[config.mk]
export PLATFORM = sky130hd
export DESIGN_NAME = request_retry_tracker
export DESIGN_NICKNAME = d
export VERILOG_FILES = /design/src/hw/rtl/rrt_pkg.sv /design/src/hw/rtl/request_retry_tracker.sv
export SDC_FILE = /design/constraint.sdc
export NUM_CORES = 2
export LEC_CHECK = 0
export BUFFER_PORTS_ARGS = -buffer_cell sky130_fd_sc_hd__buf_2
export CORE_ASPECT_RATIO = 0.75
export CORE_MARGIN = 10
export CORE_UTILIZATION = 55
export CTS_BUF_LIST = sky130_fd_sc_hd__clkbuf_16
export DETAILED_ROUTE_END_ITERATION = 16
export GPL_TIMING_DRIVEN = 0
export HOLD_SLACK_MARGIN = 0.05
export MAX_ROUTING_LAYER = met4
export PLACE_DENSITY = 0.67
export SLEW_MARGIN = 20
export SYNTH_ARGS = -nofsm -noshare
export SYNTH_HDL_FRONTEND = slang
export SYNTH_SLANG_ARGS = --single-unit
[constraint.sdc]
create_clock -name clk_i -period 30.5 [get_ports clk_i]
set_input_delay 1.525 -clock clk_i [delete_from_list [all_inputs] [get_ports clk_i]]
set_output_delay 1.525 -clock clk_i [all_outputs]
set_load 0.01 [all_outputs]
[src/hw/rtl/rrt_pkg.sv]
package rrt_pkg;

  typedef enum logic [2:0] {
    ACT_ISSUE    = 3'd0,
    ACT_RESPONSE = 3'd1,
    ACT_CANCEL   = 3'd2,
    ACT_TICK     = 3'd3,
    ACT_CONN_DONE = 3'd4,
    ACT_LINK_LOST = 3'd5
  } action_e;

  typedef enum logic [2:0] {
    KIND_ISSUED    = 3'd0,
    KIND_RETRANS   = 3'd1,
    KIND_DONE_OK   = 3'd2,
    KIND_FAILED    = 3'd3,
    KIND_CONNECT   = 3'd4,
    KIND_HBEAT_REJ = 3'd5
  } kind_e;

  typedef enum logic [1:0] {
    LINK_DOWN       = 2'd0,
    LINK_CONNECTING = 2'd1,
    LINK_UP         = 2'd2
  } link_e;

  typedef enum logic [1:0] {
    ST_IDLE,
    ST_SWEEP,
    ST_HBEAT,
    ST_FLUSH
  } state_e;

  localparam logic [1:0] CFG_RECONNECT = 2'd0;
  localparam logic [1:0] CFG_HB_INTERVAL = 2'd1;
  localparam logic [1:0] CFG_HB_COMMAND = 2'd2;

  localparam logic [15:0] RECONNECT_RESET = 16'd5;
  localparam logic [15:0] HB_INTERVAL_RESET = 16'd30;

  typedef struct packed {
    logic [31:0] id;
    logic [31:0] command;
    logic [31:0] sequence_nr;
    logic [7:0]  tries_done;
    logic [7:0]  tries_limit;
    logic [15:0] interval;
    logic [31:0] last_sent;
  } entry_t;

  typedef struct packed {
    logic [2:0]  kind;
    logic        sent;
    logic [31:0] send_id;
    logic [31:0] cmd;
    logic [31:0] seq;
  } result_t;

endpackage

[src/hw/rtl/request_retry_tracker.sv]
// Outstanding-request table of a reliable request/response link. A transaction is
// accepted when start is high and busy is low; every result is shown for exactly
// one cycle with out_valid_o high and cannot be stalled, so the receiver must take it
// then, and last_o marks the final result of a transaction. Issue, connect done, link
// lost and unused codes finish at once (issue shows its result in the next cycle).
// Response, cancel and tick sweep the stored entries through the table memory, one
// read a cycle, compacting kept entries downward; busy stays high through the
// sweep, a tick then passes through a heartbeat state, and every sweep ends in a
// flush state. Results are held in a pending register so last_o can be known.
module request_retry_tracker #(
  parameter int TABLE_DEPTH = 16
) (
  input  logic        clk_i,
  input  logic        rst_ni,
  input  logic        start,
  output logic        busy,
  input  logic [2:0]  action_i,
  input  logic [31:0] cmd_i,
  input  logic [31:0] seq_i,
  input  logic [31:0] send_id_i,
  input  logic [7:0]  max_tries_i,
  input  logic [15:0] retry_interval_i,
  input  logic        connect_ok_i,
  input  logic        cfg_valid_i,
  output logic        cfg_ready_o,
  input  logic [1:0]  cfg_index_i,
  input  logic [31:0] cfg_data_i,
  output logic        out_valid_o,
  output logic [2:0]  kind_o,
  output logic        sent_o,
  output logic [31:0] out_send_id_o,
  output logic [31:0] out_cmd_o,
  output logic [31:0] out_seq_o,
  output logic        last_o
);
  import rrt_pkg::*;

  localparam int CW = $clog2(TABLE_DEPTH + 1);
  localparam int AW = (TABLE_DEPTH > 1) ? $clog2(TABLE_DEPTH) : 1;

  // table memory, one synchronous read port and one write port
  entry_t mem_q [TABLE_DEPTH];
  entry_t rd_q;
  logic          rd_en;
  logic [AW-1:0] rd_addr;
  logic          wr_en;
  logic [AW-1:0] wr_addr;
  entry_t        wr_data;

  state_e state_q, state_d;

  // configuration registers
  logic [15:0] reconn_int_q;
  logic [15:0] hb_int_q;
  logic [31:0] hb_cmd_q;

  // scalar link state
  logic [31:0] time_q, time_d;
  logic [31:0] next_seq_q, next_seq_d;
  logic [31:0] next_id_q, next_id_d;
  link_e       link_q, link_d;
  logic [31:0] last_conn_q, last_conn_d;
  logic [31:0] last_hb_q, last_hb_d;

  // sweep control: entry count, read pointer, write pointer, read-data valid
  logic [CW-1:0] count_q, count_d;
  logic [CW-1:0] rptr_q, rptr_d;
  logic [CW-1:0] wptr_q, wptr_d;
  logic          pv_q, pv_d;
  logic          found_q, found_d;

  // captured transaction fields
  logic [2:0]  act_q, act_d;
  logic [31:0] cmd_q, cmd_d;
  logic [31:0] seq_q, seq_d;
  logic [31:0] sid_q, sid_d;

  // pending result, held so the last flag can be set on the final one
  logic    pend_v_q, pend_v_d;
  result_t pend_q, pend_d;

  logic    new_v;
  result_t new_r;

  logic accept;
  logic sweep_done;
  logic [31:0] tick_time;
  logic [31:0] elapsed;
  entry_t upd;

  assign accept      = start && !busy;
  assign busy        = (state_q != ST_IDLE);
  assign cfg_ready_o = !busy;
  assign sweep_done  = (rptr_q == count_q) && !pv_q;
  assign tick_time   = time_q + 32'd1;
  assign elapsed     = time_q - rd_q.last_sent;

  // next state
  always_comb begin
    state_d = state_q;
    case (state_q)
      ST_IDLE: begin
        if (accept) begin
          case (action_i)
            ACT_ISSUE: state_d = ST_FLUSH;
            ACT_RESPONSE, ACT_CANCEL, ACT_TICK: state_d = ST_SWEEP;
            default: state_d = ST_IDLE;
          endcase
        end
      end
      ST_SWEEP: begin
        if (sweep_done) begin
          state_d = (act_q == ACT_TICK) ? ST_HBEAT : ST_FLUSH;
        end
      end
      ST_HBEAT: state_d = ST_FLUSH;
      ST_FLUSH: state_d = ST_IDLE;
      default:  state_d = ST_IDLE;
    endcase
  end

  // datapath and memory access
  always_comb begin
    time_d      = time_q;
    next_seq_d  = next_seq_q;
    next_id_d   = next_id_q;
    link_d      = link_q;
    last_conn_d = last_conn_q;
    last_hb_d   = last_hb_q;
    count_d     = count_q;
    rptr_d      = rptr_q;
    wptr_d      = wptr_q;
    pv_d        = 1'b0;
    found_d     = found_q;
    act_d       = act_q;
    cmd_d       = cmd_q;
    seq_d       = seq_q;
    sid_d       = sid_q;
    new_v       = 1'b0;
    new_r       = '0;
    rd_en       = 1'b0;
    rd_addr     = rptr_q[AW-1:0];
    wr_en       = 1'b0;
    wr_addr     = wptr_q[AW-1:0];
    wr_data     = rd_q;
    upd         = rd_q;

    case (state_q)
      ST_IDLE: begin
        if (accept) begin
          act_d   = action_i;
          cmd_d   = cmd_i;
          seq_d   = seq_i;
          sid_d   = send_id_i;
          rptr_d  = '0;
          wptr_d  = '0;
          found_d = 1'b0;
          case (action_i)
            ACT_ISSUE: begin
              new_v = 1'b1;
              if (count_q == CW'(TABLE_DEPTH)) begin
                // table full: reject without consuming an id
                new_r.kind = KIND_HBEAT_REJ;
                new_r.cmd  = cmd_i;
              end else begin
                next_id_d  = next_id_q + 32'd1;
                next_seq_d = next_seq_q + 32'd1;
                wr_en      = 1'b1;
                wr_addr    = count_q[AW-1:0];
                wr_data.id          = next_id_d;
                wr_data.command     = cmd_i;
                wr_data.sequence_nr = next_seq_d;
                wr_data.tries_done  = 8'd1;
                wr_data.tries_limit = max_tries_i;
                wr_data.interval    = retry_interval_i;
                wr_data.last_sent   = time_q;
                count_d       = count_q + CW'(1);
                new_r.kind    = KIND_ISSUED;
                new_r.sent    = (link_q == LINK_UP);
                new_r.send_id = next_id_d;
                new_r.cmd     = cmd_i;
                new_r.seq     = next_seq_d;
              end
            end
            ACT_TICK: begin
              time_d = tick_time;
              // reconnect attempt while down
              if (link_q == LINK_DOWN &&
                  (tick_time - last_conn_q) >= {16'd0, reconn_int_q}) begin
                link_d      = LINK_CONNECTING;
                last_conn_d = tick_time;
                new_v       = 1'b1;
                new_r.kind  = KIND_CONNECT;
              end
            end
            ACT_CONN_DONE: begin
              if (link_q == LINK_CONNECTING) begin
                link_d = connect_ok_i ? LINK_UP : LINK_DOWN;
              end
            end
            ACT_LINK_LOST: link_d = LINK_DOWN;
            default: ;
          endcase
        end
      end

      ST_SWEEP: begin
        // issue the next read; writes only land at or below the read pointer
        if (rptr_q != count_q) begin
          rd_en  = 1'b1;
          rptr_d = rptr_q + CW'(1);
          pv_d   = 1'b1;
        end
        if (pv_q) begin
          wr_en = 1'b1;
          case (act_q)
            ACT_RESPONSE: begin
              if (!found_q && rd_q.command == cmd_q && rd_q.sequence_nr == seq_q) begin
                found_d       = 1'b1;
                wr_en         = 1'b0;
                new_v         = 1'b1;
                new_r.kind    = KIND_DONE_OK;
                new_r.send_id = rd_q.id;
                new_r.cmd     = cmd_q;
                new_r.seq     = seq_q;
              end
            end
            ACT_CANCEL: begin
              if (!found_q && rd_q.id == sid_q) begin
                found_d = 1'b1;
                wr_en   = 1'b0;
              end
            end
            default: begin
              // tick: age the entry
              if (elapsed >= {16'd0, rd_q.interval}) begin
                new_v         = 1'b1;
                new_r.send_id = rd_q.id;
                new_r.cmd     = rd_q.command;
                new_r.seq     = rd_q.sequence_nr;
                if (rd_q.tries_done >= rd_q.tries_limit) begin
                  new_r.kind = KIND_FAILED;
                  wr_en      = 1'b0;
                end else begin
                  new_r.kind     = KIND_RETRANS;
                  new_r.sent     = (link_q == LINK_UP);
                  upd.tries_done = rd_q.tries_done + 8'd1;
                  upd.last_sent  = time_q;
                end
              end
            end
          endcase
          wr_data = upd;
          if (wr_en) begin
            wptr_d = wptr_q + CW'(1);
          end
        end
        if (sweep_done) begin
          count_d = wptr_q;
        end
      end

      ST_HBEAT: begin
        if (link_q == LINK_UP && (time_q - last_hb_q) >= {16'd0, hb_int_q}) begin
          next_seq_d = next_seq_q + 32'd1;
          last_hb_d  = time_q;
          new_v      = 1'b1;
          new_r.kind = KIND_HBEAT_REJ;
          new_r.sent = 1'b1;
          new_r.cmd  = hb_cmd_q;
          new_r.seq  = next_seq_d;
        end
      end

      default: ;
    endcase
  end

  // pending result and output strobe
  always_comb begin
    pend_v_d = pend_v_q;
    pend_d   = pend_q;
    if (new_v) begin
      pend_v_d = 1'b1;
      pend_d   = new_r;
    end else if (state_q == ST_FLUSH) begin
      pend_v_d = 1'b0;
    end
  end

  assign out_valid_o   = pend_v_q && (new_v || state_q == ST_FLUSH);
  assign last_o        = (state_q == ST_FLUSH);
  assign kind_o        = pend_q.kind;
  assign sent_o        = pend_q.sent;
  assign out_send_id_o = pend_q.send_id;
  assign out_cmd_o     = pend_q.cmd;
  assign out_seq_o     = pend_q.seq;

  // table memory
  always_ff @(posedge clk_i) begin
    if (wr_en) begin
      mem_q[wr_addr] <= wr_data;
    end
    if (rd_en) begin
      rd_q <= mem_q[rd_addr];
    end
  end

  // payload registers
  always_ff @(posedge clk_i) begin
    act_q  <= act_d;
    cmd_q  <= cmd_d;
    seq_q  <= seq_d;
    sid_q  <= sid_d;
    pend_q <= pend_d;
  end

  // control state
  always_ff @(posedge clk_i or negedge rst_ni) begin
    if (!rst_ni) begin
      state_q      <= ST_IDLE;
      reconn_int_q <= RECONNECT_RESET;
      hb_int_q     <= HB_INTERVAL_RESET;
      hb_cmd_q     <= '0;
      time_q       <= '0;
      next_seq_q   <= '0;
      next_id_q    <= '0;
      link_q       <= LINK_DOWN;
      last_conn_q  <= '0;
      last_hb_q    <= '0;
      count_q      <= '0;
      rptr_q       <= '0;
      wptr_q       <= '0;
      pv_q         <= 1'b0;
      found_q      <= 1'b0;
      pend_v_q     <= 1'b0;
    end else begin
      state_q     <= state_d;
      time_q      <= time_d;
      next_seq_q  <= next_seq_d;
      next_id_q   <= next_id_d;
      link_q      <= link_d;
      last_conn_q <= last_conn_d;
      last_hb_q   <= last_hb_d;
      count_q     <= count_d;
      rptr_q      <= rptr_d;
      wptr_q      <= wptr_d;
      pv_q        <= pv_d;
      found_q     <= found_d;
      pend_v_q    <= pend_v_d;
      if (cfg_valid_i && cfg_ready_o) begin
        case (cfg_index_i)
          CFG_RECONNECT:   reconn_int_q <= cfg_data_i[15:0];
          CFG_HB_INTERVAL: hb_int_q     <= cfg_data_i[15:0];
          CFG_HB_COMMAND:  hb_cmd_q     <= cfg_data_i;
          default: ;
        endcase
      end
    end
  end

endmodule

==> results.txt <==
The run gives 0 as the count of cells resized by post-cts repair. The core region is 0.235 sq mm. OpenSTA, run right after detailed placement, puts the worst setup slack at 20.89 ns. At the pin with the least slew margin, the transition time is 1.26 ns. For the worst setup path, the data required time is 28.98 ns.

Hold-fix buffer count after cts: 0. The setup path with the least slack is of type reg -> out. For this block, the routed nets add up to 387000 um of wire.

At the end of the flow the core is filled with cells to 64.0%. The design draws 14.1 mW. Among all stages on the critical path, the largest delay is contributed by nor4_1. The total number of clock tree sinks was 3165; the peak clock frequency supported by timing was 0.0946 GHz. TritonCTS built the clock tree. Worst endpoint data arrival time: 9.05 ns. Yosys mapped the design onto 90 distinct sky130hd cell types. For this run, the total global-route usage over all layers was measured as 30.6%. The count of nets left with antenna violations once routing finished came out at 0.

In this run, the number of DRC markers left after iteration 0 of detailed routing was 11100. Setup violations remaining at the end of the flow were counted as 0. The flow ran to the end, and the final reports show no timing, DRC or antenna violations.

The source of the worst register-to-register timing path was time_q[0]. Relative to the synthesized area, the layout overhead comes to 15.6%. The async set-or-reset flop fraction in the synthesized netlist works out to 7.77%. The yosys synthesis warning count was 0; the post-detailed-route DRC marker count was 0.

Leaving out fill and tap cells, the most frequent cell in the layout is edfxtp_1. The delay contributed by the slowest stage of the critical path was 0.87 ns; the number of buffers on the longest clock path was 4. The H-tree generated during clock tree synthesis spans 5 levels. The number of nets in the layout came out at 8017. For this run, the detailed router's first-pass iteration total came to 7.

The final number of max-transition violations was 0; the worst vdd rail ir drop was 71.8 uV. The floorplan step defined a die boundary enclosing 0.257 sq mm. Most used flip-flop cell after synthesis: edfxtp_1. The tools report the source of the worst hold timing path as last_conn_q[0]. The number of nets in the synthesized netlist is 7223. In the final layout, the registers with the most flip-flops are mem_q: 2560 flops, rd_q: 160 flops.

The floorplan step set the die height to 441 um. The number of antenna violations at the first check in global routing was 36; the clock transition at the registers of the reported paths was 0.06 ns. For the count of placed standard cells in the final layout, fillers left out, the log shows 11100. The number of global-route vias before repair is 72200. The largest register by flop count was mem_q. The number of standard-cell rows in the floorplan was 154; the number of primary I/O pins was 266.

The worst hold path class was reg -> reg. The first global-routing pass estimated 547000 um of wire. The run gives 82 as the pin count of the biggest net entering global routing. Source-to-sink clock delay at the later pin of the worst-skew pair: 0.91 ns.

The final clock period utilization by the worst path was 34.7%. Summed over all layers, the global routing overflow is 0. The routed via count is 73700, and the number of buffers inserted by post-CTS setup repair is 0. Across the run, the number of max-cap violations was 0.

Setup slack closes at 19.93 ns. The average detailed-routed wire length per instance was 34.9 um; the number of flops mapped to enable cells by yosys was 2919. The clock tree root driver cell was clkbuf_16.

In this run the worst path has a maximum fanout of 10. The starting utilization of the core area is 55.4%. The post-route netlist has 24.5% of its cells at a drive strength greater than 1. The worst max-slew margin expressed relative to the limit is 15.9%, and the number of register bits inferred by synthesis is 3165.

The logs give 0 ns for the accumulated negative setup slack and 0.0587 ns for the worst setup skew after layout. The wire-length estimate of the detail-placed layout is 267000 um. In this run, placement finished with an instance count of 10500.

The register with the most flip-flops in the layout has 2560 of them. Counting every instance in the synthesized netlist gives 6896. In this run the worst setup path begins at time_q[1].

The post-layout minimum cycle time is 10.57 ns, and the post-detailed-route via-to-cell ratio is 6.65. In this run, CTS created clock tree buffers numbering 309. The final weighted congestion of routability-driven global placement was 0.944. The cell area that synthesis handed to floorplanning was 0.130 sq mm. For this run, the register share of the synthesized area comes to 72.0%. Port buffering added 265 buffers.

The horizontal die dimension was 582 um. Setup repair after global routing left no endpoint under its margin. The tools report the endpoint type of the worst setup path as a primary output.

The library cells used most frequently in the layout, excluding fill and tap cells, are 2919 x edfxtp_1, 800 x mux4_2, 320 x clkbuf_16. The final-report hold violation count is 0, and the power density normalized to cell area is 93.5 mW/mm^2. The average instance in the mapped netlist occupies 18.9 sq um. In this run the static leakage power is 51.6 nW. The worst setup path is launched from a register.
## metrics by stage
stage               hold WS, ns  cell area, sq um
detailed placement        0.472            141000
floorplan                 0.448            130000
finish                    0.489            151000
global placement          0.463            135000
global route              0.510            151000
CTS                       0.487            150000
## cells by family after synthesis
| family | synth area share [%] |
|---|---|
| flip-flops | 72.0 |
| adder cells (fa/ha/maj) | 1.60 |
| XOR/XNOR | 2.25 |
| AND/OR/NAND/NOR | 3.38 |
| AO/OA/AOI/OAI | 4.61 |
| buffers and inverters | 1.64 |
| multiplexers | 14.5 |
## per-layer routing
metal / global-route usage, % / vias up / share of wire [%] / wire length (um)
met5: - / - / 0 / 0
li1: - / 29700 / - / -
met2: 44.3 / 4680 / 45 / 173000
met4: 8.81 / 0 / 3.4 / 13300
met3: 7.70 / 689 / 12 / 47600
met1: 43.9 / 38700 / 40 / 153000
## cell type report
type | count | area, sq um
clock inverter | 243 | 1820
fill | 15900 | 84700
multi-input combinational | 3179 | 34500
buffer | 350 | 1500
sequential | 3165 | 93800
antenna | 23 | 57.6
timing repair buffer | 483 | 6200
tap | 3120 | 3900
clock buffer | 320 | 8010
inverter | 202 | 771
## where the power goes
part           internal [mW]  leakage [nW]  total, mW  switching [mW]
logic                   1.57          16.9       4.19            2.63
registers               5.80          29.6       6.11           0.307
clock network           2.12          5.08       3.77            1.65
total                   9.49          51.6       14.1            4.59
## critical path: cells and delay by family, from the launching register on
family                     cells  cell delay, ns
and+or+nand+nor               14            3.54
buffers and inverters          5            1.56
AOI/OAI and AO/OA              5            1.54
DFF                            1            0.66
adders and majority gates      2            0.63
xor gates and xnor gates       1            0.20
## synth_stat cells (57+ instances only)
library cell	instances	area, sq um
xnor2_1	144	1260
inv_1	202	758
buf_1	60	225
nand2_1	279	1050
edfxtp_1	2919	87700
a21o_1	110	826
ha_1	162	2030
mux4_2	800	18000
mux2_2	57	642
nand3_1	79	395
a22o_1	105	920
a22oi_1	63	473
nand4_1	57	357
nor2_1	250	938
dfrtp_1	240	6010
a21oi_1	172	861
o21ai_0	184	921
xor2_1	188	1650
clkbuf_1	266	998
## worst paths after layout
check / end / slack, ns / cells after the start
worst min register to register: last_conn_q[0] / 0.49 / 2
min in group asynchronous: next_id_q[14] / 0.61 / 1
max in group asynchronous: time_q[25] / 28.76 / 3
worst max-delay path: out_valid_o / 19.93 / 27
worst max register to register: mem_q[15][52] / 21.88 / 25
worst min-delay path: last_conn_q[0] / 0.49 / 2
Power figures use the tool's default switching activity.
